File: config.mk
export PLATFORM = sky130hd
export DESIGN_NAME = permutation_cycle_type_top
export DESIGN_NICKNAME = d
export VERILOG_FILES = /design/src/design/pct_pkg.sv /design/src/design/pct_ram.sv /design/src/design/pct_ctrl.sv /design/src/design/permutation_cycle_type_top.sv
export SDC_FILE = /design/constraint.sdc
export NUM_CORES = 1
export LEC_CHECK = 0
export BUFFER_PORTS_ARGS = -buffer_cell sky130_fd_sc_hd__buf_2
export CAP_MARGIN = 25
export CELL_PAD_IN_SITES_DETAIL_PLACEMENT = 0
export CELL_PAD_IN_SITES_GLOBAL_PLACEMENT = 1
export CORE_UTILIZATION = 55
export DETAILED_ROUTE_END_ITERATION = 8
export GPL_ROUTABILITY_DRIVEN = 0
export PLACE_DENSITY_LB_ADDON = 0.1
export SYNTH_ARGS = -nofsm -noshare
export SYNTH_HDL_FRONTEND = slang
export SYNTH_SLANG_ARGS = --single-unit
export TNS_END_PERCENT = 30
File: constraint.sdc
create_clock -name clk_i -period 5.6 [get_ports clk_i]
set_clock_uncertainty 0.15 [all_clocks]
set_input_delay 0.28 -clock clk_i [delete_from_list [all_inputs] [get_ports clk_i]]
set_output_delay 0.28 -clock clk_i [all_outputs]
set_load 0.01 [all_outputs]
File: src/design/pct_pkg.sv
// ----------------------------------------------------------------------------
// pct_pkg
// Shared types and constants for the permutation cycle type block.
// ----------------------------------------------------------------------------
package pct_pkg;

  localparam int unsigned IMG_W      = 6;   // image value width
  localparam int unsigned IMG_RAM_W  = IMG_W + 1;  // visited mark above the image
  localparam int unsigned IMG_DEPTH  = 64;  // image store entries
  localparam int unsigned HIST_DEPTH = 65;  // histogram entries, lengths 0..64
  localparam int unsigned HIST_AW    = 7;
  localparam int unsigned CNT_W      = 7;   // holds 0..64
  localparam int unsigned MULT_W     = 7;

  // controller states, one-hot
  typedef enum logic [7:0] {
    S_LOAD   = 8'b0000_0001,
    S_SCAN   = 8'b0000_0010,
    S_FOLLOW = 8'b0000_0100,
    S_HRD    = 8'b0000_1000,
    S_HWR    = 8'b0001_0000,
    S_ORD    = 8'b0010_0000,
    S_OLD    = 8'b0100_0000,
    S_ERR    = 8'b1000_0000
  } state_e;

  typedef struct packed {
    logic                 we;
    logic [IMG_W-1:0]     waddr;
    logic [IMG_RAM_W-1:0] wdata;
    logic                 re;
    logic [IMG_W-1:0]     raddr;
  } img_req_t;

  typedef struct packed {
    logic              we;
    logic [HIST_AW-1:0] waddr;
    logic [MULT_W-1:0]  wdata;
    logic              re;
    logic [HIST_AW-1:0] raddr;
  } hist_req_t;

  typedef struct packed {
    logic [CNT_W-1:0]  len;
    logic [MULT_W-1:0] mult;
    logic              bad;
    logic              last;
  } result_t;

endpackage

File: src/design/pct_ram.sv
// ----------------------------------------------------------------------------
// pct_ram
// Generic simple dual-port RAM, one write and one registered read port.
// ----------------------------------------------------------------------------
module pct_ram #(
  parameter int unsigned WIDTH = 8,
  parameter int unsigned DEPTH = 64,
  localparam int unsigned AW   = (DEPTH > 1) ? $clog2(DEPTH) : 1
) (
  input  logic             clk_i,
  input  logic             we_i,
  input  logic [AW-1:0]    waddr_i,
  input  logic [WIDTH-1:0] wdata_i,
  input  logic             re_i,
  input  logic [AW-1:0]    raddr_i,
  output logic [WIDTH-1:0] rdata_o
);

  logic [WIDTH-1:0] mem [DEPTH];
  logic [WIDTH-1:0] rdata_q;

  always_ff @(posedge clk_i) begin
    if (we_i) begin
      mem[waddr_i] <= wdata_i;
    end
    if (re_i) begin
      rdata_q <= mem[raddr_i];
    end
  end

  assign rdata_o = rdata_q;

endmodule

File: src/design/pct_ctrl.sv
// ----------------------------------------------------------------------------
// pct_ctrl
// Load, cycle walk, histogram update and result scan sequencer.
// ----------------------------------------------------------------------------
module pct_ctrl #(
  parameter int unsigned MAX_ENTRIES = 64
) (
  input  logic                         clk_i,
  input  logic                         rst_ni,
  input  logic                         in_valid_i,
  output logic                         in_ready_o,
  input  logic [pct_pkg::IMG_W-1:0]    in_img_i,
  input  logic                         in_last_i,
  output pct_pkg::img_req_t            img_req_o,
  input  logic [pct_pkg::IMG_RAM_W-1:0] img_rdata_i,
  output pct_pkg::hist_req_t           hist_req_o,
  input  logic [pct_pkg::MULT_W-1:0]   hist_rdata_i,
  output logic                         res_valid_o,
  output pct_pkg::result_t             res_o,
  input  logic                         res_ready_i
);

  import pct_pkg::*;

  localparam int unsigned CAP = (MAX_ENTRIES < IMG_DEPTH) ? MAX_ENTRIES : IMG_DEPTH;
  localparam logic [CNT_W-1:0] CAP_C   = CNT_W'(CAP);
  localparam logic [CNT_W-1:0] TOP_LEN = CNT_W'(HIST_DEPTH - 1);

  state_e                  state_q, state_d;
  logic [CNT_W-1:0]        cnt_q, cnt_d;      // loaded entries
  logic                    ovf_q, ovf_d;
  logic [IMG_W-1:0]        maxi_q, maxi_d;    // largest stored image
  logic [HIST_DEPTH-1:0]   hvld_q, hvld_d;    // histogram entry nonzero
  logic [CNT_W-1:0]        idx_q, idx_d;      // scan start index
  logic [CNT_W-1:0]        len_q, len_d;      // walk length / output length
  logic [CNT_W-1:0]        minl_q, minl_d;    // shortest length seen
  logic [IMG_W-1:0]        cur_q, cur_d;      // entry whose read is in flight
  logic                    fwd_q, fwd_d;      // read hit the entry marked alongside
  logic                    bad_w;
  logic                    rd_vis_w;
  logic [IMG_W-1:0]        rd_img_w;

  assign in_ready_o = (state_q == S_LOAD);
  assign rd_vis_w   = img_rdata_i[IMG_W];
  assign rd_img_w   = img_rdata_i[IMG_W-1:0];

  always_comb begin
    state_d    = state_q;
    cnt_d      = cnt_q;
    ovf_d      = ovf_q;
    maxi_d     = maxi_q;
    hvld_d     = hvld_q;
    idx_d      = idx_q;
    len_d      = len_q;
    minl_d     = minl_q;
    cur_d      = cur_q;
    fwd_d      = 1'b0;
    bad_w      = 1'b0;
    img_req_o  = '0;
    hist_req_o = '0;
    res_valid_o = 1'b0;
    res_o      = '0;

    case (state_q)
      S_LOAD: begin
        if (in_valid_i) begin
          if (cnt_q < CAP_C) begin
            // loading also clears the visited mark of the entry
            img_req_o.we    = 1'b1;
            img_req_o.waddr = cnt_q[IMG_W-1:0];
            img_req_o.wdata = {1'b0, in_img_i};
            cnt_d           = cnt_q + CNT_W'(1);
            if (in_img_i > maxi_q) begin
              maxi_d = in_img_i;
            end
          end else begin
            ovf_d = 1'b1;
          end
          if (in_last_i) begin
            bad_w = ovf_d || ({1'b0, maxi_d} >= cnt_d);
            idx_d = '0;
            state_d = bad_w ? S_ERR : S_SCAN;
          end
        end
      end

      S_SCAN: begin
        if (idx_q == cnt_q) begin
          len_d   = TOP_LEN;
          state_d = S_ORD;
        end else begin
          img_req_o.re    = 1'b1;
          img_req_o.raddr = idx_q[IMG_W-1:0];
          cur_d   = idx_q[IMG_W-1:0];
          len_d   = '0;
          idx_d   = idx_q + CNT_W'(1);
          state_d = S_FOLLOW;
        end
      end

      S_FOLLOW: begin
        // entry cur_q is on the read port; mark it and read its image
        if (rd_vis_w || fwd_q) begin
          state_d = (len_q == '0) ? S_SCAN : S_HRD;
        end else begin
          img_req_o.we    = 1'b1;
          img_req_o.waddr = cur_q;
          img_req_o.wdata = {1'b1, rd_img_w};
          img_req_o.re    = 1'b1;
          img_req_o.raddr = rd_img_w;
          cur_d           = rd_img_w;
          fwd_d           = (rd_img_w == cur_q);  // RAM returns the old mark
          len_d           = len_q + CNT_W'(1);
        end
      end

      S_HRD: begin
        hist_req_o.re    = 1'b1;
        hist_req_o.raddr = len_q;
        if (len_q < minl_q) begin
          minl_d = len_q;
        end
        state_d = S_HWR;
      end

      S_HWR: begin
        hist_req_o.we    = 1'b1;
        hist_req_o.waddr = len_q;
        hist_req_o.wdata = hvld_q[len_q] ? hist_rdata_i + MULT_W'(1) : MULT_W'(1);
        hvld_d[len_q]    = 1'b1;
        state_d          = S_SCAN;
      end

      S_ORD: begin
        // skip empty lengths without touching the RAM
        if (hvld_q[len_q]) begin
          hist_req_o.re    = 1'b1;
          hist_req_o.raddr = len_q;
          state_d          = S_OLD;
        end else if (len_q == '0) begin
          state_d = S_LOAD;
        end else begin
          len_d = len_q - CNT_W'(1);
        end
      end

      S_OLD: begin
        res_valid_o = 1'b1;
        res_o.len   = len_q;
        res_o.mult  = hist_rdata_i;
        res_o.last  = (len_q == minl_q);
        if (res_ready_i) begin
          len_d   = len_q - CNT_W'(1);
          state_d = res_o.last ? S_LOAD : S_ORD;
        end
      end

      S_ERR: begin
        res_valid_o = 1'b1;
        res_o.bad   = 1'b1;
        res_o.last  = 1'b1;
        if (res_ready_i) begin
          state_d = S_LOAD;
        end
      end

      default: begin
        state_d = S_LOAD;
      end
    endcase

    // fresh start for the next permutation
    if (state_d == S_LOAD && state_q != S_LOAD) begin
      cnt_d  = '0;
      ovf_d  = 1'b0;
      maxi_d = '0;
      hvld_d = '0;
      minl_d = '1;
    end
  end

  always_ff @(posedge clk_i or negedge rst_ni) begin
    if (!rst_ni) begin
      state_q <= S_LOAD;
      cnt_q   <= '0;
      ovf_q   <= 1'b0;
      maxi_q  <= '0;
      hvld_q  <= '0;
      idx_q   <= '0;
      len_q   <= '0;
      minl_q  <= '1;
      cur_q   <= '0;
      fwd_q   <= 1'b0;
    end else begin
      state_q <= state_d;
      cnt_q   <= cnt_d;
      ovf_q   <= ovf_d;
      maxi_q  <= maxi_d;
      hvld_q  <= hvld_d;
      idx_q   <= idx_d;
      len_q   <= len_d;
      minl_q  <= minl_d;
      cur_q   <= cur_d;
      fwd_q   <= fwd_d;
    end
  end

endmodule

File: src/design/permutation_cycle_type_top.sv
// ----------------------------------------------------------------------------
// permutation_cycle_type_top
// Cycle type of a streamed permutation, emitted as (length, count) pairs.
// ----------------------------------------------------------------------------
// Load: one input word per cycle, written straight into the image RAM; words past capacity only set overflow.
// Analysis after the last word: a walk from each unvisited entry that marks
//   every entry it reaches and counts the walk length into the histogram,
//   then a downward scan of the histogram that emits one pair per nonzero
//   length through the output register. Input is held off during analysis.
// Error result: the controller goes from the last word to the error state.
// Reset: async active low; clears controller, histogram valid flops and output
//   valid. RAM contents are not reset: visited marks sit beside each image and
//   are cleared by the load; per-entry valid flops stand in for clearing the
//   histogram.
module permutation_cycle_type_top #(
  parameter int unsigned MAX_ENTRIES = 64
) (
  input  logic        clk_i,
  input  logic        rst_ni,
  input  logic        s_axis_tvalid_i,
  output logic        s_axis_tready_o,
  input  logic [7:0]  s_axis_tdata_i,   // [5:0] image_value, [7:6] zero
  input  logic        s_axis_tlast_i,   // last_entry
  output logic        m_axis_tvalid_o,
  input  logic        m_axis_tready_i,
  output logic [15:0] m_axis_tdata_o,   // [6:0] cycle_length, [13:7] multiplicity, [15:14] zero
  output logic        m_axis_tuser_o,   // bad_entry
  output logic        m_axis_tlast_o    // last_pair
);

  import pct_pkg::*;

  img_req_t             img_req;
  hist_req_t            hist_req;
  logic [IMG_RAM_W-1:0] img_rdata;
  logic [MULT_W-1:0]    hist_rdata;
  logic                 res_valid;
  logic                 res_ready;
  result_t              res;

  // output stage
  logic               out_valid_q;
  result_t            out_q;

  // image store, visited mark on top: one write per loaded word,
  // one read and one mark write per walk step
  pct_ram #(
    .WIDTH (IMG_RAM_W),
    .DEPTH (IMG_DEPTH)
  ) u_img_ram (
    .clk_i   (clk_i),
    .we_i    (img_req.we),
    .waddr_i (img_req.waddr),
    .wdata_i (img_req.wdata),
    .re_i    (img_req.re),
    .raddr_i (img_req.raddr),
    .rdata_o (img_rdata)
  );

  // length histogram: read-modify-write per cycle found, then scanned downward
  pct_ram #(
    .WIDTH (MULT_W),
    .DEPTH (HIST_DEPTH)
  ) u_hist_ram (
    .clk_i   (clk_i),
    .we_i    (hist_req.we),
    .waddr_i (hist_req.waddr),
    .wdata_i (hist_req.wdata),
    .re_i    (hist_req.re),
    .raddr_i (hist_req.raddr),
    .rdata_o (hist_rdata)
  );

  pct_ctrl #(
    .MAX_ENTRIES (MAX_ENTRIES)
  ) u_ctrl (
    .clk_i        (clk_i),
    .rst_ni       (rst_ni),
    .in_valid_i   (s_axis_tvalid_i),
    .in_ready_o   (s_axis_tready_o),
    .in_img_i     (s_axis_tdata_i[IMG_W-1:0]),
    .in_last_i    (s_axis_tlast_i),
    .img_req_o    (img_req),
    .img_rdata_i  (img_rdata),
    .hist_req_o   (hist_req),
    .hist_rdata_i (hist_rdata),
    .res_valid_o  (res_valid),
    .res_o        (res),
    .res_ready_i  (res_ready)
  );

  // the output register takes a word when empty or draining; else the controller stalls
  assign res_ready = !out_valid_q || m_axis_tready_i;

  always_ff @(posedge clk_i or negedge rst_ni) begin
    if (!rst_ni) begin
      out_valid_q <= 1'b0;
    end else if (res_ready) begin
      out_valid_q <= res_valid;
    end
  end

  always_ff @(posedge clk_i) begin
    if (res_ready && res_valid) begin
      out_q <= res;
    end
  end

  assign m_axis_tvalid_o = out_valid_q;
  assign m_axis_tdata_o  = {2'b00, out_q.mult, out_q.len};
  assign m_axis_tuser_o  = out_q.bad;
  assign m_axis_tlast_o  = out_q.last;

endmodule

### After elaboration in Yosys (flattened, before gate mapping)

Memories as Yosys holds them, arrays and structs flattened. A register that Yosys moved wholly into a read port is not among the register bits.
Index checks and enable logic that the tools add are counted.
Widths: inputs -> output; s select.

* register bits after elaboration: 132
* input bits: 13
* output and inout bits: 20
* RAM bits: 903
* word-level logic and storage cells: 143
* memories: 2

Memory list
* u_hist_ram.mem: depth 65, bits a word 7, rd ports 1, clocked after Yosys merged registers in 1, wr ports 1, RTL line pct_ram.sv:19 `logic [WIDTH-1:0] mem [DEPTH];`
* u_img_ram.mem: depth 64, bits a word 7, rd ports 1, clocked after Yosys merged registers in 1, wr ports 1, RTL line pct_ram.sv:19

* add/sub/neg operators: 5
* $lt $le $gt $ge: 6
* bitwise gates (word level): 1
* mux-type cells: 72
* reduce and logical (&&, ||, !) cells: 22
* equal/unequal tests: 20

Operators by type and width (number)
* $mux 7: 19
* $mux 65: 2
* $mux 8: 9
* $mux 6: 11
* $or 65x65->65: 1
* $pmux 8 s8: 1
* $add 7x1->7 const B: 4
* $mux 14: 2
* $pmux 14 s2: 1
* $pmux 7 s2: 2
* $pmux 7 s4: 1
* $mux 21: 1
* $eq 8x1->1 const B: 2
* $mux 1: 16
* $pmux 8 s2: 1
* $mux 15: 1
* $eq 7x7->1: 2
* $reduce_bool 2->1: 7
* $ne 2x2->1 const B: 6
* $pmux 6 s2: 1
* $eq 8x2->1 const B: 1
* $eq 8x3->1 const B: 1
* $eq 8x4->1 const B: 1
* $eq 8x5->1 const B: 1
* 27 further kinds: 32

### Depth between registers and ports, before layout

Gate-level depths: netlist of the first run.

* depth in word-level cells: 15
* mapped depth: 19
* mapped depth without buffers: 19

### By module

A second synthesis of the first run with hierarchy kept.

* cells, all modules: 2395
* area, all modules: 43062.6 sq um

Modules (own cells, without submodules)
* pct_ram at u_hist_ram: sequential area each 13873.3 sq um, area an instance 18044.8 sq um, cells each 818, times used 1
* pct_ram at u_img_ram: sequential area each 13663.1 sq um, area an instance 17705.7 sq um, cells each 827, times used 1
* pct_ctrl: sequential area each 2887.8 sq um, area an instance 6759.0 sq um, cells each 727, times used 1
* permutation_cycle_type_top: sequential area each 505.5 sq um, area an instance 553.0 sq um, cells each 23, times used 1

### Worst setup path after synthesis of the first run

Ideal clock, no wire load.

* kind: reg2reg
* start point: register u_ctrl.state_q[7]
* end point: memory u_img_ram.mem[0][1] (netlist name), data pin
* stages on the path, launching flop included: 8
* library setup time: 0.366 ns
* arrival time: 3.913 ns
* data required time: 5.084 ns
* period minus slack after synthesis: 4.429 ns
* setup slack: 1.171 ns
* buffers on the path: 3
* path through: dfrtp_1 > nor4_4 > nand4b_1 > nor2_2 > buf_2 > clkbuf_1 > buf_1 > a22o_1

RTL lines
* start: declaration: RTL line pct_ctrl.sv:29 `state_e state_q, state_d;`
* start signal: assignment: RTL line pct_ctrl.sv:195 `state_q <= state_d;`
* end: declaration: RTL line pct_ram.sv:19

==> impl_metrics.json, run 1 <==
{
  "min_period_ns": 4.618,
  "grt_usage_pct": 25.38,
  "leakagePower_nw": 14.67,
  "reg2reg_depth": 9,
  "cts.sinks": 1049,
  "status": "finished clean",
  "clock-root-buffer": "clkbuf_16",
  "tightestPinTransition_ns": 1.073,
  "die_h_microns": 280.3,
  "end_kind": "flip-flop",
  "cts_tree": "done",
  "r2r_setup_slack_ns": 0.98,
  "portBuffers": 28,
  "cts.clk_slew.worst_paths_ns": 0.06,
  "dieArea_sq_um": 78570,
  "viasPerCell": 6.113,
  "crit_path_top_delay_cell": "nor2b_1",
  "area.growth.synth_to_final_pct": 11.99,
  "layout.nets": 2619,
  "final.setup.tns_ns": 0,
  "ys_types": 70,
  "grt_max_degree": 114,
  "min-delay-path-class": "input pin to flip-flop",
  "start_util_pct": 55.81,
  "relSlewSlack_pct": 28.18,
  "grt_pass1_vias": 23277,
  "timing.rr.end": "u_hist_ram.mem[54][2]",
  "hpwl_microns": 61320,
  "postRouteWirelength_microns": 97120,
  "crit_required_ns": 5.94,
  "clk_latency_ns": 0.67,
  "ys_seq_area_share_pct": 72.60,
  "async_reset_ff_share_pct": 11.06,
  "antenna_cells": 0,
  "synth.avg_cell_area_sq_um": 17.02,
  "drive_gt1_share_pct": 19.12,
  "syn_inst": 2503,
  "post_cts_buffers": 0,
  "cts_resized": 0,
  "final_common_cell": "edfxtp_1",
  "powerDensity_nw_per_um2": 361.6,
  "critPathMaxStageDelay_ns": 0.79,
  "cts_max_level": 3,
  "core_area_sq_um": 76330,
  "cp.arrival_ns": 4.96,
  "rsz0062_at_grt": "false",
  "rows": 101,
  "critPathLaunchType": "flip-flop",
  "ios": 33,
  "wl_per_cell_microns": 26.26,
  "synth_seq_cells": 1049,
  "die_x_microns": 280.3,
  "num_vias": 22607,
  "yosys_warnings": 0,
  "cts_buffers": 106,
  "hold_viol": 0,
  "hold-path-cell-count": 2,
  "ir_drop_mv": 0.3288,
  "drv_slew": 0,
  "maxCapViolations": 0,
  "final_antenna_net_count": 0,
  "drt_first_pass_iters": 6,
  "final_cell_mix": "933 x edfxtp_1, 311 x nor2_1, 185 x mux4_2",
  "hold_ws_ns": 0.01977,
  "cts_hold_buf": 6,
  "fin_crit_sh_pct": 82.47,
  "crit_type": "flip-flop to flip-flop",
  "worstReg2RegStart": "u_ctrl.len_q[2]",
  "timing.fmax_ghz": 0.2165,
  "path_cells": "nor2b_1 -> a32o_1 -> o31ai_1 -> a41oi_1 -> a21oi_2 -> and2_2 -> nand2b_1 -> nor2_4 -> buf_12",
  "synth_ff_type": "edfxtp_1",
  "clockBufferDepth": 3,
  "netlist_area_sq_um": 42600,
  "setup_viol": 0,
  "min_to": "u_img_ram.mem[60][4]",
  "grt_pass1_wl_microns": 146400,
  "grt_antenna_before_repair": 0,
  "critPathMaxFanout": 33,
  "overflow": 0,
  "synth_edf_count": 933,
  "min-delay-start": "s_axis_tdata_i[4]",
  "drcViolationCount": 0,
  "drt_iter0_markers": 2165
}
## logic make-up after synthesis
kind of cell,synth area share [%]
other,0.008803
flip-flops,72.60
adder cells (fa/ha/maj),0.8694
XOR/XNOR,0.6990
AND/OR/NAND/NOR,5.930
multiplexers,12.06
AO/OA/AOI/OAI,5.992
buffers and inverters,1.839
## worst max-delay path: cells and delay by family (launching register included)
| kind | cells | cell delay, ns |
|---|---|---|
| buffers and inverters | 1 | 0.27 |
| flip-flops | 1 | 0.71 |
| AO/OA/AOI/OAI | 4 | 1.00 |
| AND/OR/NAND/NOR | 4 | 2.24 |
## area by class of cell
cell class	instances	area (sq um)
Clock buffer	134	2849
Clock inverter	65	645.6
Fill cell	5523	28620
Inverter	38	142.6
Multi-Input combinational cell	1283	10970
Sequential cell	1049	30940
Tap cell	1030	1289
Timing Repair Buffer	99	867.1
## per-stage QoR
stage	power (mW)	instances	utilization, %	cell area [sq um]	setup WS (ns)
after floorplan	9.890	2504	-	42600	1.171
after global placement	10.33	3486	57.73	44060	1.131
after detailed placement	10.37	3489	57.77	44100	1.062
after CTS	17.34	3694	62.43	47650	1.046
after global routing	17.78	3698	62.50	47710	0.8708
final	17.25	3698	62.50	47710	0.9818
## cell usage after synthesis (8+ instances only)
cell type	number	area, sq um
o21ai_0	34	170.2
buf_6	8	90.09
a21o_1	16	120.1
a22o_1	18	157.7
mux2_2	24	270.3
o21ai_1	11	55.05
a21oi_1	64	320.3
nand3_1	23	115.1
mux4_2	185	4167
and2_1	17	106.4
nand2_1	116	435.4
o22ai_1	25	156.4
nand2b_1	14	87.58
buf_1	18	67.56
clkbuf_1	58	217.7
nor2b_1	25	156.4
xor2_1	24	210.2
mux2i_1	70	700.7
a22oi_1	68	510.5
nand4_1	16	100.1
o211ai_1	21	157.7
xnor2_1	10	87.58
buf_2	41	205.2
nor2_1	318	1194
nor3_1	8	40.04
ha_1	28	350.3
o31ai_1	10	75.07
o221ai_1	13	113.9
edfxtp_1	933	28020
dfrtp_1	108	2703
o21a_1	29	217.7
dfstp_2	8	210.2
a211oi_1	19	142.6
inv_1	36	135.1
## routing by layer
layer | GRT usage, % | wire length (microns) | vias up
met2 | 42.43 | 48890 | 773
met1 | 33.67 | 39150 | 11646
met4 | 10.58 | 4051 | 0
li1 | - | - | 9990
met5 | 0 | 0 | -
met3 | 3.597 | 5028 | 198
## where the power goes
| part | switching [mW] | internal [mW] |
|---|---|---|
| clock | 2.99 | 4.04 |
| sequential | 0.103 | 8.73 |
| combinational | 0.973 | 0.417 |
## worst max-delay path by stage
stage          cells after the start              start  slack (ns)               endpoint
4_1_cts                            9    u_ctrl.len_q[2]        1.05  u_hist_ram.mem[46][3]
2_1_floorplan                      7  u_ctrl.state_q[7]        1.17    u_img_ram.mem[0][1]
5_1_grt                            9    u_ctrl.len_q[2]        0.87  u_hist_ram.mem[57][2]
3_5_place_dp                       9    u_ctrl.len_q[2]        1.06  u_hist_ram.mem[61][2]
6_report                           9    u_ctrl.len_q[2]        0.98  u_hist_ram.mem[54][2]
3_3_place_gp                       9    u_ctrl.len_q[2]        1.13  u_hist_ram.mem[59][3]
## state kept, by name, summed over array words and instances (netlist names), 6 cells and up
| signal | flops |
|---|---|
| u_ctrl.len_q | 7 |
| u_ctrl.state_q | 8 |
| u_ctrl.idx_q | 7 |
| u_ctrl.cnt_q | 7 |
| m_axis_tdata_o | 14 |
| u_img_ram.mem | 448 |
| u_ctrl.hvld_q | 65 |
| u_ctrl.maxi_q | 6 |
| u_ctrl.cur_q | 6 |
| u_hist_ram.mem | 455 |
| u_hist_ram.rdata_o | 7 |
| u_ctrl.minl_q | 7 |
| u_img_ram.rdata_o | 7 |
No activity file was read; power rests on OpenSTA's default activity.
==> inputs of run 2 (changes only) <==
clock period = 4.3 ns   (was 5.6 ns; I/O delays follow)
==> run 2 against run 1 <==
Non-clock buffer count rose by 110. Clock-buffer cell count rose by 2. Flip-flop and latch count did not move. Sequential power rose by 30%. Cell count rose by 2.9%. Die area did not move. Critical path type unchanged. Clock power rose by 32%. Cell area rose by 1.9%. Combinational power rose by 37%.
==> impl_metrics.json, run 2 (synthesis results as in run 1) <==
{
  "dp.cells": 3596,
  "maxCapViolations": 0,
  "critPathLaunchType": "flip-flop",
  "cts_tree": "done",
  "min_period_ns": 4.110,
  "area.growth.synth_to_final_pct": 14.13,
  "timing.fmax_ghz": 0.2433,
  "hold_viol": 0,
  "cp.arrival_ns": 4.45,
  "clk_latency_ns": 0.66,
  "crit_type": "flip-flop to flip-flop",
  "min-delay-path-class": "input pin to flip-flop",
  "ir_drop_mv": 0.3708,
  "post_cts_buffers": 0,
  "final_antenna_net_count": 0,
  "largest_reg_flops": 455,
  "drt_iter0_markers": 2096,
  "cts.clk_slew.worst_paths_ns": 0.06,
  "postRouteWirelength_microns": 99740,
  "multi_input_area_sq_um": 10960,
  "grt_max_degree": 66,
  "finish.instance_area_sq_um": 48620,
  "hold-path-cell-count": 2,
  "relSlewSlack_pct": 28.74,
  "start_util_pct": 55.81,
  "end_kind": "flip-flop",
  "place_area_sq_um": 44940,
  "hold_ws_ns": 0.2345,
  "status": "finished clean",
  "leakagePower_nw": 15.29,
  "seq_area_sq_um": 30940,
  "min-delay-start": "s_axis_tdata_i[1]",
  "powerDensity_nw_per_um2": 466.4,
  "nFillCells": 5420,
  "crit_required_ns": 4.64,
  "dieArea_sq_um": 78570,
  "cts.sinks": 1049,
  "grt_antenna_before_repair": 0,
  "wl_met2_microns": 51680,
  "overflow": 0,
  "critPathMaxFanout": 38,
  "rows": 101,
  "cts_max_level": 3,
  "num_vias": 23198,
  "clock-root-buffer": "clkbuf_16",
  "ios": 33,
  "viasPerCell": 6.094,
  "drv_slew": 0,
  "final_common_cell": "edfxtp_1",
  "hpwl_microns": 64290,
  "antenna_cells": 0,
  "min_to": "u_img_ram.mem[53][1]",
  "grt_pass1_wl_microns": 150500,
  "met1_length_microns": 40680,
  "cts_buffers": 105,
  "grt_usage_pct": 25.96,
  "reg2reg_depth": 11,
  "highest_layer": "met4",
  "r2r_setup_slack_ns": 0.19,
  "rsz0062_at_grt": "false",
  "final_cell_mix": "933 x edfxtp_1, 311 x nor2_1, 185 x mux4_2",
  "wl_met3_microns": 4415,
  "wl_per_cell_microns": 26.20,
  "worstReg2RegStart": "u_ctrl.len_q[2]",
  "top_regs": "u_hist_ram.mem (455), u_img_ram.mem (448), u_ctrl.hvld_q (65)",
  "grt_pass1_vias": 23851,
  "clockBufferDepth": 3,
  "regMostFlops": "u_hist_ram.mem",
  "power_mw": 22.68,
  "drcViolationCount": 0,
  "die_h_microns": 280.3,
  "tightestPinTransition_ns": 1.066,
  "final.setup.tns_ns": 0,
  "drive_gt1_share_pct": 22.40,
  "drt_first_pass_iters": 5,
  "timing.rr.end": "u_hist_ram.mem[57][3]",
  "setup_viol": 0,
  "fin_cells": 3807,
  "layout.nets": 2728,
  "portBuffers": 28,
  "core_area_sq_um": 76330,
  "die_x_microns": 280.3,
  "fin_crit_sh_pct": 95.58
}
==> run 2: cell types whose count changed in the layout (fill, tap and decap cells not counted), sizes merged <==
| cell | before | now |
|---|---|---|
| clkbuf | 134 | 136 |
| clkinv | 45 | 40 |
| buf | 92 | 198 |
| inv | 41 | 40 |
| bufinv | 9 | 12 |
| dlygate4sd3 | 7 | 11 |
==> run 2: repair_timing <==
item | CTS | global route
endpoints found under the setup margin | 0 | 0
hold buffers | 12 | 0
gates resized for setup | 0 | 0
endpoints found under the hold margin | 83 | 0
==> run 2: stage by stage <==
stage               worst slack [ns]  util (%)
finish                        0.1900     63.70
global route                0.008165     63.70
CTS                           0.1300     63.67
detailed placement            0.1474     58.87
global placement              0.1986     58.84
floorplan                    0.06519         -
==> run 2: how the worst max path moves through the flow <==
stage	start	slack, ns	end	cells after the start
final	u_ctrl.len_q[2]	0.19	u_hist_ram.mem[57][3]	11
after global routing	u_ctrl.len_q[2]	0.008	u_ctrl.maxi_q[1]	15
after CTS	u_ctrl.len_q[2]	0.13	u_hist_ram.mem[61][3]	11
after detailed placement	u_ctrl.len_q[2]	0.15	u_hist_ram.mem[61][3]	11
after global placement	u_ctrl.len_q[2]	0.20	u_hist_ram.mem[42][5]	11
after floorplan	u_ctrl.len_q[2]	0.07	u_hist_ram.mem[0][2]	10
==> run 2: final cells by class <==
cell class	count	area share, %
clock buffers	136	5.939
repair buffers	209	3.598
clock inverters	62	1.333
inverters	38	0.2934
multi-input cells	1283	22.55
well taps	1030	2.651
flip-flops and latches	1049	63.64
==> run 2: metal layers <==
metal / GRT usage, % / vias up
met5: 0 / -
met4: 8.687 / 0
met3: 3.114 / 167
met2: 45.18 / 660
met1: 34.06 / 12139
li1: - / 10232
==> run 2: report_power, final <==
part	total [mW]	switching, mW	internal [mW]
sequential	11.5	0.126	11.4
combinational	1.91	1.30	0.611
clock	9.28	3.81	5.46
==> run 2: critical path, cell delays in order, from the launching register on <==
cell and delay (ns):
dfrtp_4 0.49, or3b_1 0.60, o22ai_1 0.25, o31ai_1 0.12, a41oi_1 0.35, buf_4 0.18, a21oi_2 0.04, and2_2 0.18
nand2b_1 0.20, buf_4 0.19, nor2_4 0.82, buf_4 0.34
